`src/design/ifwp_pkg.sv`:
```
// ----------------------------------------------------------------------------
// ifwp_pkg
// shared types and constants of the interrogator frame wavelength parser
// ----------------------------------------------------------------------------
package ifwp_pkg;

	// default frame geometry
	localparam int unsigned ROWS_PER_HALF_DEF = 16;
	localparam int unsigned ROW_BYTES_DEF     = 62;
	localparam int unsigned SLOTS_PER_ROW_DEF = 30;

	// field widths
	localparam int unsigned BYTE_W    = 8;
	localparam int unsigned CHANNEL_W = 5;
	localparam int unsigned SLOT_W    = 5;
	localparam int unsigned RAW_W     = 16;
	localparam int unsigned PM_W      = 21;
	localparam int unsigned BASE_W    = 21;
	localparam int unsigned THR_W     = 16;
	localparam int unsigned MARKER_W  = 8;

	// configuration port
	localparam int unsigned CFG_INDEX_W = 2;
	localparam int unsigned CFG_DATA_W  = 21;

	typedef enum logic [CFG_INDEX_W-1:0] {
		REG_WAVELENGTH_BASE = 2'd0,
		REG_VALID_THRESHOLD = 2'd1,
		REG_FIRST_MARKER    = 2'd2,
		REG_SECOND_MARKER   = 2'd3
	} cfg_reg_t;

	// register reset values
	localparam logic [BASE_W-1:0]   BASE_RST          = BASE_W'(1520000);
	localparam logic [THR_W-1:0]    THRESHOLD_RST     = THR_W'(5000);
	localparam logic [MARKER_W-1:0] FIRST_MARKER_RST  = MARKER_W'(12);
	localparam logic [MARKER_W-1:0] SECOND_MARKER_RST = MARKER_W'(14);

	// header and row lead-in lengths
	localparam int unsigned HEADER_BYTES = 2;
	localparam int unsigned ROW_SKIP     = 2;

	localparam logic [PM_W-1:0] MAX_PM = '1;

	// decoded reading, from the position tracker to the pipeline
	typedef struct packed {
		logic                 emit;
		logic [CHANNEL_W-1:0] channel;
		logic [SLOT_W-1:0]    slot;
		logic [RAW_W-1:0]     raw;
		logic                 frame_end;
		logic                 frame_good;
	} reading_t;

endpackage

```
`src/design/ifwp_byte_if.sv`:
```
// ----------------------------------------------------------------------------
// ifwp_byte_if
// byte stream channel into the parser
// ----------------------------------------------------------------------------
interface ifwp_byte_if;
	logic                          valid;
	logic                          ready;
	logic [ifwp_pkg::BYTE_W-1:0]   data_byte;
	logic                          frame_start;

	modport source (output valid, output data_byte, output frame_start, input ready);
	modport sink   (input valid, input data_byte, input frame_start, output ready);
endinterface

```
`src/design/ifwp_result_if.sv`:
```
// ----------------------------------------------------------------------------
// ifwp_result_if
// wavelength result channel out of the parser
// ----------------------------------------------------------------------------
interface ifwp_result_if;
	logic                             valid;
	logic                             ready;
	logic [ifwp_pkg::CHANNEL_W-1:0]   channel;
	logic [ifwp_pkg::SLOT_W-1:0]      slot;
	logic [ifwp_pkg::PM_W-1:0]        wavelength_pm;
	logic                             frame_end;
	logic                             frame_good;

	modport source (output valid, output channel, output slot, output wavelength_pm,
		output frame_end, output frame_good, input ready);
	modport sink   (input valid, input channel, input slot, input wavelength_pm,
		input frame_end, input frame_good, output ready);
endinterface

```
`src/design/interrogator_frame_wavelength_parser.sv`:
```
// ----------------------------------------------------------------------------
// interrogator_frame_wavelength_parser
// splits an interrogator frame byte stream into per-channel wavelength results
// ----------------------------------------------------------------------------
//
//  port     | dir | carries
//  ---------+-----+------------------------------------------------------
//  frame    | in  | data_byte, frame_start (one frame byte per transfer)
//  result   | out | channel, slot, wavelength_pm, frame_end, frame_good
//  cfg_*    | in  | register writes: base, threshold, two header markers
//
//  one byte per cycle while the result side keeps taking results; a high byte
//  that is taken passes through the input register and then the result
//  register before its result is offered on the result port
//  reset leaves the parser idle until a byte with frame_start arrives
//  a stalled result holds in the result register while the input register
//  keeps taking bytes until it holds one more reading; then frame.ready drops
//
module interrogator_frame_wavelength_parser #(
	parameter int unsigned ROWS_PER_HALF = ifwp_pkg::ROWS_PER_HALF_DEF,
	parameter int unsigned ROW_BYTES     = ifwp_pkg::ROW_BYTES_DEF,
	parameter int unsigned SLOTS_PER_ROW = ifwp_pkg::SLOTS_PER_ROW_DEF
) (
	input  logic                                clk,
	input  logic                                arst_n,
	ifwp_byte_if.sink                           frame,
	ifwp_result_if.source                       result,
	input  logic                                cfg_wr_en,
	input  logic [ifwp_pkg::CFG_INDEX_W-1:0]    cfg_index,
	input  logic [ifwp_pkg::CFG_DATA_W-1:0]     cfg_wdata
);

	// configuration registers
	logic [ifwp_pkg::BASE_W-1:0]   base_q;
	logic [ifwp_pkg::THR_W-1:0]    thr_q;
	logic [ifwp_pkg::MARKER_W-1:0] first_marker_q;
	logic [ifwp_pkg::MARKER_W-1:0] second_marker_q;

	// position decode of the byte on the input
	ifwp_pkg::reading_t reading;
	logic               take;

	// input register: only bytes that finish a reading are kept
	logic                           valid_s1;
	logic [ifwp_pkg::CHANNEL_W-1:0] channel_s1;
	logic [ifwp_pkg::SLOT_W-1:0]    slot_s1;
	logic [ifwp_pkg::RAW_W-1:0]     raw_s1;
	logic                           end_s1;
	logic                           good_s1;

	// result register
	logic                           valid_s2;
	logic [ifwp_pkg::CHANNEL_W-1:0] channel_s2;
	logic [ifwp_pkg::SLOT_W-1:0]    slot_s2;
	logic [ifwp_pkg::PM_W-1:0]      pm_s2;
	logic                           end_s2;
	logic                           good_s2;

	logic                           adv_s2;
	logic [ifwp_pkg::PM_W:0]        pm_sum;
	logic [ifwp_pkg::PM_W-1:0]      pm_calc;

	always_ff @(posedge clk or negedge arst_n) begin
		if (!arst_n) begin
			base_q          <= ifwp_pkg::BASE_RST;
			thr_q           <= ifwp_pkg::THRESHOLD_RST;
			first_marker_q  <= ifwp_pkg::FIRST_MARKER_RST;
			second_marker_q <= ifwp_pkg::SECOND_MARKER_RST;
		end else if (cfg_wr_en) begin
			unique case (ifwp_pkg::cfg_reg_t'(cfg_index))
				ifwp_pkg::REG_WAVELENGTH_BASE: base_q <= cfg_wdata[ifwp_pkg::BASE_W-1:0];
				ifwp_pkg::REG_VALID_THRESHOLD: thr_q <= cfg_wdata[ifwp_pkg::THR_W-1:0];
				ifwp_pkg::REG_FIRST_MARKER: first_marker_q <= cfg_wdata[ifwp_pkg::MARKER_W-1:0];
				ifwp_pkg::REG_SECOND_MARKER: second_marker_q <= cfg_wdata[ifwp_pkg::MARKER_W-1:0];
			endcase
		end
	end

	// result register frees up when empty or when its transfer happens
	assign adv_s2      = ~valid_s2 | result.ready;
	assign frame.ready = ~valid_s1 | adv_s2;
	assign take        = frame.valid & frame.ready;

	ifwp_position #(
		.ROWS_PER_HALF (ROWS_PER_HALF),
		.ROW_BYTES     (ROW_BYTES),
		.SLOTS_PER_ROW (SLOTS_PER_ROW)
	) u_position (
		.clk           (clk),
		.arst_n        (arst_n),
		.take          (take),
		.data_byte     (frame.data_byte),
		.frame_start   (frame.frame_start),
		.first_marker  (first_marker_q),
		.second_marker (second_marker_q),
		.reading       (reading)
	);

	// threshold, base add and saturation to the field width
	always_comb begin
		pm_sum = {1'b0, base_q} + (ifwp_pkg::PM_W+1)'(raw_s1);
		if (raw_s1 > thr_q) begin
			pm_calc = pm_sum[ifwp_pkg::PM_W] ? ifwp_pkg::MAX_PM : pm_sum[ifwp_pkg::PM_W-1:0];
		end else begin
			pm_calc = '0;
		end
	end

	always_ff @(posedge clk or negedge arst_n) begin
		if (!arst_n) begin
			valid_s1 <= 1'b0;
			valid_s2 <= 1'b0;
		end else begin
			if (frame.ready) begin
				valid_s1 <= take & reading.emit;
			end
			if (adv_s2) begin
				valid_s2 <= valid_s1;
			end
		end
	end

	always_ff @(posedge clk) begin
		if (take && reading.emit) begin
			channel_s1 <= reading.channel;
			slot_s1    <= reading.slot;
			raw_s1     <= reading.raw;
			end_s1     <= reading.frame_end;
			good_s1    <= reading.frame_good;
		end
		if (adv_s2 && valid_s1) begin
			channel_s2 <= channel_s1;
			slot_s2    <= slot_s1;
			pm_s2      <= pm_calc;
			end_s2     <= end_s1;
			good_s2    <= good_s1;
		end
	end

	assign result.valid         = valid_s2;
	assign result.channel       = channel_s2;
	assign result.slot          = slot_s2;
	assign result.wavelength_pm = pm_s2;
	assign result.frame_end     = end_s2;
	assign result.frame_good    = good_s2;

endmodule

```
`src/design/ifwp_position.sv`:
```
// ----------------------------------------------------------------------------
// ifwp_position
// frame position tracker: header, row and column counters, marker check
// ----------------------------------------------------------------------------
module ifwp_position #(
	parameter int unsigned ROWS_PER_HALF = ifwp_pkg::ROWS_PER_HALF_DEF,
	parameter int unsigned ROW_BYTES     = ifwp_pkg::ROW_BYTES_DEF,
	parameter int unsigned SLOTS_PER_ROW = ifwp_pkg::SLOTS_PER_ROW_DEF
) (
	input  logic                            clk,
	input  logic                            arst_n,
	input  logic                            take,
	input  logic [ifwp_pkg::BYTE_W-1:0]     data_byte,
	input  logic                            frame_start,
	input  logic [ifwp_pkg::MARKER_W-1:0]   first_marker,
	input  logic [ifwp_pkg::MARKER_W-1:0]   second_marker,
	output ifwp_pkg::reading_t              reading
);

	localparam int unsigned ROW_W = (ROWS_PER_HALF > 1) ? $clog2(ROWS_PER_HALF) : 1;
	localparam int unsigned COL_W = $clog2(ROW_BYTES);
	localparam int unsigned FIT_SLOTS = (ROW_BYTES - ifwp_pkg::ROW_SKIP) / 2;
	localparam int unsigned USED_SLOTS = (SLOTS_PER_ROW < FIT_SLOTS) ? SLOTS_PER_ROW : FIT_SLOTS;
	localparam int unsigned COL_LIMIT = ifwp_pkg::ROW_SKIP + 2 * USED_SLOTS;
	localparam int unsigned COL_FINAL = COL_LIMIT - 1;
	localparam int unsigned CH_X = $clog2(2 * ROWS_PER_HALF + 1) + ifwp_pkg::CHANNEL_W;
	localparam int unsigned SL_X = COL_W + ifwp_pkg::SLOT_W;

	logic             active_q, half_q, hdr_q, hidx_q, mok_q;
	logic [ROW_W-1:0] row_q;
	logic [COL_W-1:0] col_q;
	logic [ifwp_pkg::BYTE_W-1:0] low_q;

	logic             eff_active, eff_half, eff_hdr, eff_hidx, eff_mok;
	logic [ROW_W-1:0] eff_row;
	logic [COL_W-1:0] eff_col;
	logic             nxt_active, nxt_half, nxt_hdr, nxt_hidx;
	logic [ROW_W-1:0] nxt_row;
	logic [COL_W-1:0] nxt_col;
	logic             marker_fail, in_slots;
	logic [CH_X-1:0]  ch_wide;
	logic [SL_X-1:0]  sl_wide;

	always_comb begin
		// a start mark forces position zero whatever the counters hold
		eff_active = frame_start | active_q;
		eff_half   = frame_start ? 1'b0 : half_q;
		eff_hdr    = frame_start | hdr_q;
		eff_hidx   = frame_start ? 1'b0 : hidx_q;
		eff_row    = frame_start ? '0 : row_q;
		eff_col    = frame_start ? '0 : col_q;
		eff_mok    = frame_start | mok_q;

		nxt_active  = eff_active;
		nxt_half    = eff_half;
		nxt_hdr     = eff_hdr;
		nxt_hidx    = eff_hidx;
		nxt_row     = eff_row;
		nxt_col     = eff_col;
		marker_fail = 1'b0;
		in_slots    = 1'b0;

		if (eff_active) begin
			if (eff_hdr) begin
				if (eff_hidx) begin
					marker_fail = data_byte != (eff_half ? second_marker : first_marker);
					nxt_hdr = 1'b0;
					nxt_row = '0;
					nxt_col = '0;
				end else begin
					nxt_hidx = 1'b1;
				end
			end else begin
				in_slots = (eff_col >= COL_W'(ifwp_pkg::ROW_SKIP)) &&
					({1'b0, eff_col} < (COL_W+1)'(COL_LIMIT));
				if (eff_col == COL_W'(ROW_BYTES - 1)) begin
					nxt_col = '0;
					if (eff_row == ROW_W'(ROWS_PER_HALF - 1)) begin
						if (eff_half) begin
							nxt_active = 1'b0;
						end else begin
							nxt_half = 1'b1;
							nxt_hdr  = 1'b1;
							nxt_hidx = 1'b0;
						end
					end else begin
						nxt_row = eff_row + ROW_W'(1);
					end
				end else begin
					nxt_col = eff_col + COL_W'(1);
				end
			end
		end
	end

	always_comb begin
		ch_wide = CH_X'(eff_row) + (eff_half ? CH_X'(ROWS_PER_HALF) : '0);
		sl_wide = (SL_X'(eff_col) - SL_X'(ifwp_pkg::ROW_SKIP)) >> 1;
		reading.emit      = in_slots & eff_col[0];
		reading.channel   = ch_wide[ifwp_pkg::CHANNEL_W-1:0];
		reading.slot      = sl_wide[ifwp_pkg::SLOT_W-1:0];
		reading.raw       = {data_byte, low_q};
		reading.frame_end = eff_half && (eff_row == ROW_W'(ROWS_PER_HALF - 1)) &&
			(eff_col == COL_W'(COL_FINAL));
		reading.frame_good = reading.frame_end & eff_mok;
	end

	always_ff @(posedge clk or negedge arst_n) begin
		if (!arst_n) begin
			active_q <= 1'b0;
			half_q   <= 1'b0;
			hdr_q    <= 1'b0;
			hidx_q   <= 1'b0;
			mok_q    <= 1'b1;
			row_q    <= '0;
			col_q    <= '0;
			low_q    <= '0;
		end else if (take) begin
			active_q <= nxt_active;
			half_q   <= nxt_half;
			hdr_q    <= nxt_hdr;
			hidx_q   <= nxt_hidx;
			mok_q    <= eff_mok & ~marker_fail;
			row_q    <= nxt_row;
			col_q    <= nxt_col;
			if (in_slots && !eff_col[0]) begin
				low_q <= data_byte;
			end
		end
	end

endmodule

```
`src/flat_wrapper.sv`:
```
// flat-port wrapper written by rule: the top's interface ports become plain ports
module interrogator_frame_wavelength_parser_flat 
#(
	parameter int unsigned ROWS_PER_HALF = ifwp_pkg::ROWS_PER_HALF_DEF,
	parameter int unsigned ROW_BYTES     = ifwp_pkg::ROW_BYTES_DEF,
	parameter int unsigned SLOTS_PER_ROW = ifwp_pkg::SLOTS_PER_ROW_DEF
)
  (clk, arst_n, cfg_wr_en, cfg_index, cfg_wdata, frame_valid, frame_data_byte, frame_frame_start, frame_ready, result_valid, result_channel, result_slot, result_wavelength_pm, result_frame_end, result_frame_good, result_ready);
  ifwp_byte_if frame_i ();
  ifwp_result_if result_i ();
  input  logic clk;
  input  logic arst_n;
  input  logic cfg_wr_en;
  input  logic [ifwp_pkg::CFG_INDEX_W-1:0] cfg_index;
  input  logic [ifwp_pkg::CFG_DATA_W-1:0] cfg_wdata;
  input wire logic [$bits(frame_i.valid)-1:0] frame_valid;
  input wire logic [$bits(frame_i.data_byte)-1:0] frame_data_byte;
  input wire logic [$bits(frame_i.frame_start)-1:0] frame_frame_start;
  output wire logic [$bits(frame_i.ready)-1:0] frame_ready;
  output wire logic [$bits(result_i.valid)-1:0] result_valid;
  output wire logic [$bits(result_i.channel)-1:0] result_channel;
  output wire logic [$bits(result_i.slot)-1:0] result_slot;
  output wire logic [$bits(result_i.wavelength_pm)-1:0] result_wavelength_pm;
  output wire logic [$bits(result_i.frame_end)-1:0] result_frame_end;
  output wire logic [$bits(result_i.frame_good)-1:0] result_frame_good;
  input wire logic [$bits(result_i.ready)-1:0] result_ready;
  assign frame_i.valid = frame_valid;
  assign frame_i.data_byte = frame_data_byte;
  assign frame_i.frame_start = frame_frame_start;
  assign frame_ready = frame_i.ready;
  assign result_valid = result_i.valid;
  assign result_channel = result_i.channel;
  assign result_slot = result_i.slot;
  assign result_wavelength_pm = result_i.wavelength_pm;
  assign result_frame_end = result_i.frame_end;
  assign result_frame_good = result_i.frame_good;
  assign result_i.ready = result_ready;
  interrogator_frame_wavelength_parser #(.ROWS_PER_HALF(ROWS_PER_HALF), .ROW_BYTES(ROW_BYTES), .SLOTS_PER_ROW(SLOTS_PER_ROW)) u_core (.clk(clk), .arst_n(arst_n), .frame(frame_i), .result(result_i), .cfg_wr_en(cfg_wr_en), .cfg_index(cfg_index), .cfg_wdata(cfg_wdata));
endmodule
```
`config.mk`:
```
export PLATFORM = sky130hd
export DESIGN_NAME = interrogator_frame_wavelength_parser_flat
export DESIGN_NICKNAME = d
export VERILOG_FILES = /design/src/design/ifwp_pkg.sv /design/src/design/ifwp_byte_if.sv /design/src/design/ifwp_result_if.sv /design/src/design/interrogator_frame_wavelength_parser.sv /design/src/design/ifwp_position.sv /design/src/flat_wrapper.sv
export SDC_FILE = /design/constraint.sdc
export NUM_CORES = 1
export LEC_CHECK = 0
export BUFFER_PORTS_ARGS = -buffer_cell sky130_fd_sc_hd__buf_2
export CAP_MARGIN = 20
export CORE_UTILIZATION = 50
export DETAILED_ROUTE_END_ITERATION = 7
export PLACE_DENSITY = 0.78
export SYNTH_ARGS = -nofsm -noshare
export SYNTH_HDL_FRONTEND = slang
export SYNTH_SLANG_ARGS = --single-unit
```
`constraint.sdc`:
```
create_clock -name clk -period 4.4 [get_ports clk]
set_input_delay 0.22 -clock clk [delete_from_list [all_inputs] [get_ports clk]]
set_output_delay 0.22 -clock clk [all_outputs]
set_load 0.03 [all_outputs]
```
==> results.env, run 1 <==
STATUS='finished clean'
REGTOREGENDPOINT='u_core.result.wavelength_pm[3]$_SDFFCE_PP0P_'
CRIT_PATH_MAX_FANOUT=19
POSTPLACECELLAREA_SQ_UM=7677
GRT_FIRST_PASS_WIRELENGTH_MICRONS=25410
CRITICAL_PATH_BUF_INV_COUNT=0
NUM-NETS-FINAL=756
INITIAL_ANTENNA_VIOLATION_COUNT=0
MOST_REPEATED_LIBRARY_CELL_ON_THE_CRITICAL_PATH='sky130_fd_sc_hd__a21oi_1'
GRT_MAX_DEGREE=79
CLOCK-SINKS=139
FILL_CELLS=1085
ROUTED_VIA_DENSITY=5.847
MOSTFREQUENTLAYOUTCELL='sky130_fd_sc_hd__buf_2'
DIE_W_MICRONS=121.8
NUMBER_OF_SETUP_BUFFERS_ADDED_AFTER_CTS=0
CRIT_SLOWEST_CELL='sky130_fd_sc_hd__o211ai_4'
CTS_RESIZED=0
CRITPATHTOPFAMILY='compound AO/OA/AOI/OAI gates'
AREA_DELTA_SYNTH_FINAL_PCT=14.83
ANTENNA_LEFT=0
POWERDENSITY_nW_PER_UM2=428.4
AVGSYNTHCELLAREA_SQ_UM=11.89
CLOCK_PIN_SLEW_ON_THE_WORST_SETUP_AND_HOLD_PATHS_PS=50
TRITONCTS_CLOCK_TREE='built'
HOLD_WC_PATH_TYPE='in -> reg'
CLOCK_INSERTION_DELAY_WORST_SKEW_PS=420
CRITICAL_PATH_CELL_BY_CELL='ha_1 > and2_4 > a221oi_2 > a21oi_1 > nand2b_4 > o211ai_4 > a21oi_1'
DIE_AREA_SQ_UM=14850
AVGROUTEDWIREPERCELL_MICRONS=17.86
FINAL_CRITICAL_PATH_SETUP_SLACK_PS=1809
INITIAL_UTILIZATION_PCT=51.53
REGTOREGSTARTPOINT='u_core.raw_s1[4]$_DFFE_PP_'
CTS_ROOT_BUFFER='sky130_fd_sc_hd__clkbuf_16'
GRT_BUSIEST_LAYER='met2'
SYNTH_FLOP_CELL='sky130_fd_sc_hd__edfxtp_1'
HTREEDEPTH=4
MAX-CAP-VIOLATIONS=0
SLEW_HEADROOM_PCT=34.42
DRT_DRC_VIOLATIONS_LEFT=0
CRITICAL_PATH_CELL_COUNT=7
CRITPATHREQUIREDTIME_PS=4540
CTS_BUFFERS=17
ANTENNA_CELLS_INSERTED=0
YS.WARNINGS.COUNT=0
GRT_USAGE_PCT=22.60
DRT_ITER0_DRC=393
CORE.ROWCOUNT=43
GRT.MET1_USAGE_PCT=28.41
MIN_PATH_CELLS=3
DRT-PASS1-ITER-COUNT=6
SYNTH-SEQ-CELLS=139
FIN_SKEW_PS=7.805
NUMBER_OF_SYNTHESIZED_FLOPS_WITH_AN_ENABLE_PIN=61
SYNTH_CELLS=604
SYN-CELL-AREA_SQ_UM=7181
SYNTH_SEQUENTIAL_AREA_RATIO_PCT=53.02
FIN_TNS_SETUP_PS=0
CRIT_PATH_END_KIND='flip-flop'
DIE-HEIGHT_MICRONS=121.8
SLOWEST_DELAY_PS=470
FINAL.PERIOD_UTILIZATION_PCT=58.88
FINAL.HOLD.WORST_SLACK_PS=21.59
DESIGN.PORTCOUNT=72
IR_DROP_mV=0.2405
TOP_LIBRARY_CELLS_BY_USAGE_IN_THE_LAYOUT_FILL_AND_TAPS_ASIDE='sky130_fd_sc_hd__buf_2 (70), sky130_fd_sc_hd__edfxtp_1 (61), sky130_fd_sc_hd__dfrtp_1 (59)'
PLACE_WS_PS=1825
ACHIEVABLE-FREQUENCY_MHz=386.0
RSZ0062_AT_GRT='no'
WORST_REG2REG_PATH_LENGTH_IN_CELLS=7
WORSTSETUPSTARTPOINT='u_core.raw_s1[4]$_DFFE_PP_'
POST_SYNTH_ARST_SHARE_PCT=56.12
REG2REG_SLACK_PS=1810
POST-ROUTE-CELL-AREA_SQ_UM=8245
CP_DATA_ARRIVAL_TIME_PS=2730
GRT_UTIL_MET2_PCT=37.11
SYNTH_FP_NETS=680
REPORT.FINAL.HOLD_VIOL_COUNT=0
LAYOUT_MIN_CYCLE_TIME_PS=2591
CRITICAL_PATH_CLASS='reg -> reg'
TOTAL_DESIGN_POWER_mW=3.533
FINALWIRELENGTH_MICRONS=15590
PLACE.GP.CONGESTION=0.8986
POSTCTSHOLDBUFS=1
MET3_TRACK_DEMAND_OVER_RESOURCE_PCT=6.086
OVERFLOW=0
WORST_PIN_SLEW_PS=982.6
SYNTHDISTINCTLIBCELLS=70
END_OF_THE_CRITICAL_PATH='u_core.result.wavelength_pm[3]$_SDFFCE_PP0P_'
PLACE.PORT_BUFFERS=71
TIMING.CRITICAL_PATH.FROM_TYPE='flip-flop'
TOTAL_HALF_PERIMETER_WIRELENGTH_AFTER_LEGALIZATION_AND_DETAILED_PLACEMENT_MICRONS=11130
DETAILROUTE.VIA_COUNT=5104
MAXSLEWVIOLCOUNT=0
CLOCK_TREE.BUFFER_DEPTH=2
FIRST_GLOBAL_VIAS=5139
FINAL-SETUP-VIOL-COUNT=0
DRIVE_ABOVE_1_SHARE_PCT=28.14
P_LEAK_nW=3.561
CORE_REGION_AREA_SQ_UM=13930
==> logic make-up (layout without fill, tap and decap cells) <==
group,count (synthesis),in the layout,synth area share (%)
adders and majority gates,39,39,6.900
DFF,139,139,53.02
and+or+nand+nor,159,159,12.02
AOI/OAI and AO/OA,122,122,10.82
xor gates and xnor gates,23,23,2.805
muxes,69,69,11.06
buffers and inverters,53,142,3.363
==> final cells by class <==
cell class	count	area [sq um]	area share, %
timing repair buffer	76	417.9	5.068
multi-input combinational	412	3137	38.04
clock buffer	22	454.2	5.508
sequential	139	3807	46.18
clock inverter	10	76.32	0.9256
inverter	34	127.6	1.548
tap	180	225.2	2.731
==> Yosys cell counts (10+ instances only) <==
cell                       count  share of area, %
sky130_fd_sc_hd__mux2_2       51               8.0
sky130_fd_sc_hd__nor2_1       27               1.4
sky130_fd_sc_hd__nand3_1      17               1.2
sky130_fd_sc_hd__mux2i_1      10               1.4
sky130_fd_sc_hd__ha_1         38               6.6
sky130_fd_sc_hd__xnor2_1      15               1.8
sky130_fd_sc_hd__buf_2        10              0.70
sky130_fd_sc_hd__nand2b_1     11              0.96
sky130_fd_sc_hd__o21ai_0      27               1.9
sky130_fd_sc_hd__inv_1        34               1.8
sky130_fd_sc_hd__nand2_1      37               1.9
sky130_fd_sc_hd__dfrtp_1      59                21
sky130_fd_sc_hd__a21oi_1      48               3.3
sky130_fd_sc_hd__edfxtp_1     61                26
sky130_fd_sc_hd__dfstp_2      19               7.0
sky130_fd_sc_hd__nor3_1       10              0.70
==> registers in the layout (all words and copies together), names as in the netlist, 6 cells and up <==
name / flops
u_core.raw_s1: 16
u_core.u_position.col_q: 6
u_core.base_q: 21
u_core.u_position.low_q: 8
u_core.second_marker_q: 8
u_core.first_marker_q: 8
u_core.thr_q: 16
u_core.result.wavelength_pm: 21
==> worst reg2reg max path: cells and delay by family (launching register included) <==
kind                       cells  cell delay (ps)
AOI/OAI and AO/OA              4             1120
DFF                            1              420
adders and majority gates      1              390
and+or+nand+nor                2              390
==> worst min-delay path by stage <==
stage	startpoint	slack, ps	end
floorplan	arst_n	-80	u_core.base_q[0]$_DFFE_PN0P_
global placement	u_core.channel_s1[4]$_DFFE_PP_	410	u_core.result.channel[4]$_DFFE_PP_
detailed placement	u_core.end_s1$_DFFE_PP_	400	u_core.result.frame_end$_DFFE_PP_
CTS	cfg_wdata[18]	10	u_core.base_q[18]$_DFFE_PN1P_
global route	cfg_wdata[18]	20	u_core.base_q[18]$_DFFE_PN1P_
finish	cfg_wdata[18]	20	u_core.base_q[18]$_DFFE_PN1P_
==> per-stage QoR <==
step | utilization [%] | cells
6_report | 59.17 | 873
3_5_place_dp | 55.10 | 839
3_3_place_gp | 55.10 | 839
2_1_floorplan | - | 604
4_1_cts | 58.97 | 872
5_1_grt | 59.17 | 873
==> where the power goes <==
| group | total (mW) | switching, mW | internal [mW] | leakage (nW) |
|---|---|---|---|---|
| combinational | 0.655 | 0.351 | 0.304 | 1.81 |
| clock | 1.28 | 0.505 | 0.780 | 0.256 |
| sequential | 1.59 | 0.0818 | 1.51 | 1.50 |
| total | 3.53 | 0.938 | 2.59 | 3.56 |
==> metal layers <==
metal  vias up  part of all wire [%]  routed length [microns]
li1       2370                     -                        -
met1      2537                    43                     6654
met2       171                    50                     7727
met3        26                   6.0                      940
met4         0                   1.7                      269
met5         -                     0                        0
Note: power is estimated with default switching activity, not from simulation.
==> run 2: changes to the inputs <==
==> constraint.sdc (replaced) <==
create_clock -name clk -period 2.6 [get_ports clk]
set_input_delay 0.13 -clock clk [delete_from_list [all_inputs] [get_ports clk]]
set_output_delay 0.13 -clock clk [all_outputs]
set_load 0.03 [all_outputs]
==> results.env, run 2 (same netlist as run 1, synthesis figures left out) <==
PLACE.PORT_BUFFERS=71  # unchanged
FINAL_CRITICAL_PATH_SETUP_SLACK_PS=108.4  # -1701 ps
IR_DROP_mV=0.4458  # +85%
MOSTFREQUENTLAYOUTCELL='sky130_fd_sc_hd__buf_2'
DIE-HEIGHT_MICRONS=121.8  # unchanged
REG2REG_SLACK_PS=110  # -1700 ps
CP_DATA_ARRIVAL_TIME_PS=2660  # -70 ps
DRT-PASS1-ITER-COUNT=5  # -1
OVERFLOW=0  # unchanged
POWERDENSITY_nW_PER_UM2=734.4  # +71%
POST-ROUTE-CELL-AREA_SQ_UM=8772  # +6.4%
CLOCK_INSERTION_DELAY_WORST_SKEW_PS=420  # about the same
DIE_W_MICRONS=121.8  # unchanged
DRT_ITER0_DRC=338  # -14%
WORSTHOLDENDPOINT='u_core.thr_q[1]$_DFFE_PN0P_'
P_LEAK_nW=3.809  # +7.0%
TOP_LIBRARY_CELLS_BY_USAGE_IN_THE_LAYOUT_FILL_AND_TAPS_ASIDE='sky130_fd_sc_hd__buf_2 (70), sky130_fd_sc_hd__edfxtp_1 (61), sky130_fd_sc_hd__dfrtp_1 (59)'
FINAL-SETUP-VIOL-COUNT=0  # unchanged
SEQUENTIAL_CELL_AREA_SQ_UM=3807  # unchanged
MAXSLEWVIOLCOUNT=0  # unchanged
MAX-CAP-VIOLATIONS=0  # unchanged
WORST_REG2REG_PATH_LENGTH_IN_CELLS=7  # unchanged
REGTOREGSTARTPOINT='u_core.raw_s1[12]$_DFFE_PP_'
ANTENNA_LEFT=0  # unchanged
DRIVE_ABOVE_1_SHARE_PCT=29.02  # +0.88 points
CRITICAL_PATH_CLASS='reg -> reg'
CORE_REGION_AREA_SQ_UM=13930  # unchanged
NUM-NETS-FINAL=797  # +5.4%
AREA_DELTA_SYNTH_FINAL_PCT=22.16
INITIAL_ANTENNA_VIOLATION_COUNT=0  # unchanged
ACHIEVABLE-FREQUENCY_MHz=401.3  # +4.0%
ROUTED_VIA_DENSITY=5.649  # -3.4%
STATUS='finished clean'
REPORT.FINAL.HOLD_VIOL_COUNT=0  # unchanged
LAYOUT_MIN_CYCLE_TIME_PS=2492  # -99.13 ps
LAYOUT.CORE_UTILIZATION_PCT=62.95  # +3.8 points
DESIGN.PORTCOUNT=72  # unchanged
PLACE_WS_PS=53.51  # -1772 ps
SLEW_HEADROOM_PCT=60.40  # +26 points
FIRST_GLOBAL_VIAS=5273  # +2.6%
CORE.ROWCOUNT=43  # unchanged
FINAL.HOLD.WORST_SLACK_PS=22.09  # +0.4971 ps
CRIT_PATH_MAX_FANOUT=14  # -5
REGTOREGENDPOINT='u_core.result.wavelength_pm[15]$_SDFFCE_PP0P_'
INITIAL_UTILIZATION_PCT=51.53  # unchanged
GRT_FIRST_PASS_WIRELENGTH_MICRONS=26330  # +3.6%
CRITPATHREQUIREDTIME_PS=2760  # -1780 ps
FIN_TNS_SETUP_PS=0  # unchanged
GRT_USAGE_PCT=23.49  # +0.89 points
FINALWIRELENGTH_MICRONS=16190  # +3.8%
TOTAL_HALF_PERIMETER_WIRELENGTH_AFTER_LEGALIZATION_AND_DETAILED_PLACEMENT_MICRONS=11550  # +3.8%
PLACE.GP.CONGESTION=0.8648  # -3.8%
FINAL.PERIOD_UTILIZATION_PCT=95.83  # +37 points
CRIT_PATH_END_KIND='flip-flop'
TRITONCTS_CLOCK_TREE='built'
WORST_PIN_SLEW_PS=594.0  # -388.6 ps
HOLD_WC_PATH_TYPE='in -> reg'
TIMING.CRITICAL_PATH.FROM_TYPE='flip-flop'
DRT_DRC_VIOLATIONS_LEFT=0  # unchanged
MULTIINPUTGATEAREA_SQ_UM=3148  # +0.36%
GRT_MAX_DEGREE=79  # unchanged
HTREEDEPTH=4  # unchanged
CLOCK_TREE.BUFFER_DEPTH=2  # unchanged
FILL_CELLS=1042  # -4.0%
DIE_AREA_SQ_UM=14850  # unchanged
ANTENNA_CELLS_INSERTED=0  # unchanged
CLOCK_PIN_SLEW_ON_THE_WORST_SETUP_AND_HOLD_PATHS_PS=60  # about the same
CLOCK-SINKS=139  # unchanged
CTS_BUFFERS=17  # unchanged
CTS_ROOT_BUFFER='sky130_fd_sc_hd__clkbuf_16'
MIN-DELAY-START='cfg_wdata[1]'
DETAILROUTE.VIA_COUNT=5163  # +1.2%
FIN_SKEW_PS=6.475  # -1.331 ps
RSZ0062_AT_GRT='no'
AVGROUTEDWIREPERCELL_MICRONS=17.71  # -0.83%
POSTPLACECELLAREA_SQ_UM=7797  # +1.6%
MIN_PATH_CELLS=2  # -1
[run 2: worst max path at each step]
stage                                          startpoint  slack (ps)                                       endpoint  depth (start not counted)
after floorplan           u_core.result.valid$_DFFE_PN0P_         190                 u_core.channel_s1[0]$_DFFE_PP_                          6
after global placement        u_core.raw_s1[10]$_DFFE_PP_         160  u_core.result.wavelength_pm[19]$_SDFFCE_PP0P_                          7
after detailed placement       u_core.raw_s1[0]$_DFFE_PP_          50  u_core.result.wavelength_pm[20]$_SDFFCE_PP0P_                          9
after CTS                      u_core.raw_s1[0]$_DFFE_PP_          30  u_core.result.wavelength_pm[20]$_SDFFCE_PP0P_                          9
after global routing          u_core.raw_s1[11]$_DFFE_PP_         0.5  u_core.result.wavelength_pm[14]$_SDFFCE_PP0P_                          7
final                         u_core.raw_s1[12]$_DFFE_PP_         110  u_core.result.wavelength_pm[15]$_SDFFCE_PP0P_                          7
[run 2: report_power, final]
group	switching (mW)	internal (mW)
Sequential	0.133	2.56
Clock	0.913	1.64
Combinational	0.623	0.577
[run 2: area by class of cell]
type	count	area share [%]
inverter	34	1.455
timing repair buffer	117	9.499
sequential	139	43.40
clock inverter	10	1.540
tap	180	2.567
multi-input combinational	412	35.89
clock buffer	22	5.648
[run 2: worst max-delay path: stages, from the launching register on]
cell and delay [ps]:
sky130_fd_sc_hd__edfxtp_1 450, sky130_fd_sc_hd__ha_1 440, sky130_fd_sc_hd__a21oi_1 240, sky130_fd_sc_hd__o21ai_1 130
sky130_fd_sc_hd__a221o_1 390, sky130_fd_sc_hd__o211ai_4 320, sky130_fd_sc_hd__buf_12 180, sky130_fd_sc_hd__a31oi_1 90
[run 2: routing by layer]
| metal | GRT usage [%] | wire length (microns) | vias to the layer above |
|---|---|---|---|
| met4 | 8.179 | 208 | 0 |
| met5 | 0 | 0 | - |
| met2 | 39.90 | 8275 | 123 |
| li1 | - | - | 2458 |
| met1 | 29.87 | 7104 | 2564 |
| met3 | 4.541 | 599 | 18 |
[run 2: what timing repair did]
action	4_1_cts	5_1_grt
endpoints found under the setup margin	0	3
buffers inserted	0	2
endpoints found under the hold margin	111	0
gates resized for setup	0	1
hold buffers	29	0
[run 2: per-stage QoR]
stage | cells | total power [mW]
3_3_place_gp | 850 | 3.798
5_1_grt | 914 | 6.700
6_report | 914 | 6.442
2_1_floorplan | 604 | 3.509
4_1_cts | 911 | 6.442
3_5_place_dp | 850 | 3.850
==> run 3: changes to the inputs <==
--- a/config.mk
+++ b/config.mk
@@ -7,9 +7,10 @@
 export LEC_CHECK = 0
 export BUFFER_PORTS_ARGS = -buffer_cell sky130_fd_sc_hd__buf_2
 export CAP_MARGIN = 20
-export CORE_UTILIZATION = 50
+export CORE_UTILIZATION = 45
 export DETAILED_ROUTE_END_ITERATION = 7
-export PLACE_DENSITY = 0.78
+export PLACE_DENSITY = 0.73
+export SETUP_SLACK_MARGIN = 0.5
 export SYNTH_ARGS = -nofsm -noshare
 export SYNTH_HDL_FRONTEND = slang
 export SYNTH_SLANG_ARGS = --single-unit
==> results.env, run 3 (same netlist as run 1, synthesis figures left out) <==
HTREEDEPTH=4  # unchanged
P_LEAK_nW=3.983  # +4.6%
FINAL_CRITICAL_PATH_SETUP_SLACK_PS=233.7  # +125.3 ps
GRT_MAX_DEGREE=79  # unchanged
PLACE_WS_PS=204.0  # +150.4 ps
CLOCK-SINKS=139  # unchanged
CORE.ROWCOUNT=45  # +4.7%
FILL_CELLS=1147  # +10%
CORE_REGION_AREA_SQ_UM=15370  # +10%
FINAL.HOLD.WORST_SLACK_PS=11.94  # -10.14 ps
FIN_TNS_SETUP_PS=0  # unchanged
FIRST_GLOBAL_VIAS=5418  # +2.7%
TIMING.CRITICAL_PATH.FROM_TYPE='flip-flop'
DRT_ITER0_DRC=402  # +19%
AREA_DELTA_SYNTH_FINAL_PCT=31.78
RSZ0062_AT_GRT='yes'
MAXSLEWVIOLCOUNT=0  # unchanged
STATUS='finished clean'
DRT_DRC_VIOLATIONS_LEFT=0  # unchanged
INITIAL_ANTENNA_VIOLATION_COUNT=0  # unchanged
PLACE.PORT_BUFFERS=71  # unchanged
FIN_SKEW_PS=9.268  # +2.793 ps
MOSTFREQUENTLAYOUTCELL='sky130_fd_sc_hd__buf_2'
NUM-NETS-FINAL=819  # +2.8%
CRIT_PATH_MAX_FANOUT=4  # -10
TOTAL_DESIGN_POWER_mW=6.664  # +3.4%
CTS_BUFFERS=17  # unchanged
CLOCK_INSERTION_DELAY_WORST_SKEW_PS=430  # about the same
AVGROUTEDWIREPERCELL_MICRONS=17.55  # -0.91%
CTS_ROOT_BUFFER='sky130_fd_sc_hd__clkbuf_16'
GRT_FIRST_PASS_WIRELENGTH_MICRONS=27010  # +2.6%
INITIAL_UTILIZATION_PCT=46.72  # -4.8 points
FINALWIRELENGTH_MICRONS=16970  # +4.8%
IR_DROP_mV=0.4932  # +11%
TRITONCTS_CLOCK_TREE='built'
FINAL.PERIOD_UTILIZATION_PCT=91.01  # -4.8 points
PLACE.GP.CONGESTION=0.9410  # +8.8%
ANTENNA_CELLS_INSERTED=0  # unchanged
ACHIEVABLE-FREQUENCY_MHz=422.6  # +5.3%
DIE_AREA_SQ_UM=16470  # +11%
NETSWITCHINGFRACTION_PCT=26.93  # +1.0 points
CLOCK_TREE.BUFFER_DEPTH=2  # unchanged
ANTENNA_LEFT=0  # unchanged
REPORTED_NET_SWITCHING_POWER_mW=1.795  # +7.6%
CRIT_PATH_END_KIND='flip-flop'
ROUTED_VIA_DENSITY=5.585  # -1.1%
SLEW_HEADROOM_PCT=65.27  # +4.9 points
LAYOUT_MIN_CYCLE_TIME_PS=2366  # -125.3 ps
REPORT.FINAL.HOLD_VIOL_COUNT=0  # unchanged
WORST_PIN_SLEW_PS=515.5  # -78.47 ps
DETAILROUTE.VIA_COUNT=5401  # +4.6%
CRITICAL_PATH_CLASS='reg -> reg'
DRIVE_ABOVE_1_SHARE_PCT=40.21  # +11 points
TOP_LIBRARY_CELLS_BY_USAGE_IN_THE_LAYOUT_FILL_AND_TAPS_ASIDE='sky130_fd_sc_hd__buf_2 (70), sky130_fd_sc_hd__edfxtp_1 (61), sky130_fd_sc_hd__dfrtp_1 (58)'
GRT_USAGE_PCT=21.58  # -1.9 points
SEQ_PWR_SHARE_PCT=40.6  # -1.2 points
PWR-SHARE-CLK_PCT=35.6  # -4.0 points
POWERDENSITY_nW_PER_UM2=704.2  # -4.1%
DIE_W_MICRONS=128.3  # +5.3%
NUMBER_OF_PLACED_CELLS_COUNTING_WELL_TAPS=876  # +3.1%
LAYOUT.CORE_UTILIZATION_PCT=61.56  # -1.4 points
TOTAL_HALF_PERIMETER_WIRELENGTH_AFTER_LEGALIZATION_AND_DETAILED_PLACEMENT_MICRONS=11250  # -2.6%
FINAL-SETUP-VIOL-COUNT=0  # unchanged
CRITPATHREQUIREDTIME_PS=2770  # about the same
POST-ROUTE-CELL-AREA_SQ_UM=9463  # +7.9%
P_INT_mW=4.869  # +2.0%
DRT-PASS1-ITER-COUNT=4  # -1
DESIGN.PORTCOUNT=72  # unchanged
POSTPLACECELLAREA_SQ_UM=7894  # +1.2%
LAYOUTNONFILLERINSTCOUNT=967  # +5.8%
HOLD_WC_PATH_TYPE='in -> reg'
POWER.SHARE.COMBINATIONAL_PCT=23.9  # +5.3 points
CP_DATA_ARRIVAL_TIME_PS=2540  # -120 ps
CLOCK_PIN_SLEW_ON_THE_WORST_SETUP_AND_HOLD_PATHS_PS=60  # about the same
OVERFLOW=0  # unchanged
DIE-HEIGHT_MICRONS=128.3  # +5.3%
MAX-CAP-VIOLATIONS=0  # unchanged
==> run 3: changes by cell type in the layout (fill, tap and decap cells not counted), moves of 4 or more <==
cell | previous run | this run
sky130_fd_sc_hd__ha_2 | 0 | 4
sky130_fd_sc_hd__a21oi_1 | 48 | 25
sky130_fd_sc_hd__ha_1 | 38 | 21
sky130_fd_sc_hd__buf_4 | 14 | 28
sky130_fd_sc_hd__o21ai_0 | 27 | 23
sky130_fd_sc_hd__a21oi_2 | 2 | 23
sky130_fd_sc_hd__buf_6 | 0 | 7
sky130_fd_sc_hd__ha_4 | 0 | 13
==> run 3: what timing repair did <==
item	4_1_cts	5_1_grt
gates resized for setup	55	24
buffers inserted	17	10
cloned	4	0
pin swaps	22	12
hold buffers	27	0
endpoints found under the hold margin	102	0
endpoints found under the setup margin	29	49
==> run 3: critical path, stage by stage, from the launching register on <==
cell and delay [ps]:
sky130_fd_sc_hd__edfxtp_1 390, sky130_fd_sc_hd__ha_2 200, sky130_fd_sc_hd__inv_2 40, sky130_fd_sc_hd__fa_2 380, sky130_fd_sc_hd__nand2b_4 160, sky130_fd_sc_hd__a21oi_4 150
sky130_fd_sc_hd__o211ai_1 180, sky130_fd_sc_hd__buf_4 200, sky130_fd_sc_hd__a31oi_4 170, sky130_fd_sc_hd__xnor2_2 150, sky130_fd_sc_hd__a21oi_2 70
==> run 3: area by class of cell <==
cell class | count | area (sq um) | area share (%)
clock buffer | 26 | 530.5 | 5.606
clock inverter | 6 | 56.30 | 0.5950
inverter | 34 | 131.4 | 1.388
tap | 211 | 264.0 | 2.790
multi-input combinational | 412 | 3592 | 37.96
timing repair buffer | 139 | 1080 | 11.41
sequential | 139 | 3809 | 40.25
==> run 3: metal layers <==
metal  global-route usage, %  wire length, microns  vias to the layer above
li1                        -                     -                     2499
met1                   27.55                  7366                     2667
met2                   35.04                  8303                      195
met3                   4.341                   765                       40
met4                   10.87                   534                        0
met5                       0                     0                        -
==> run 3: worst paths after layout <==
kind | from | end | slack [ps] | cells past startpoint
min | result_ready | u_core.result.valid$_DFFE_PN0P_ | 10 | 3
max reg2reg | u_core.raw_s1[0]$_DFFE_PP_ | u_core.result.wavelength_pm[12]$_SDFFCE_PP0P_ | 230 | 10
min in group asynchronous | arst_n | u_core.u_position.half_q$_DFFE_PN0P_ | 70 | 2
max in group asynchronous | arst_n | u_core.base_q[16]$_DFFE_PN1P_ | 1920 | 3
min reg2reg | u_core.end_s1$_DFFE_PP_ | u_core.result.frame_end$_DFFE_PP_ | 420 | 0
max | u_core.raw_s1[0]$_DFFE_PP_ | u_core.result.wavelength_pm[12]$_SDFFCE_PP0P_ | 230 | 10
==> run 3: power groups by stage <==
stage          registers [mW]  logic [mW]  clock network [mW]
2_1_floorplan            2.67       0.899                   0
3_3_place_gp             2.71        1.13                   0
3_5_place_dp             2.73        1.16                   0
4_1_cts                  2.70        1.47                2.39
5_1_grt                  2.73        1.72                2.48
6_report                 2.70        1.59                2.37
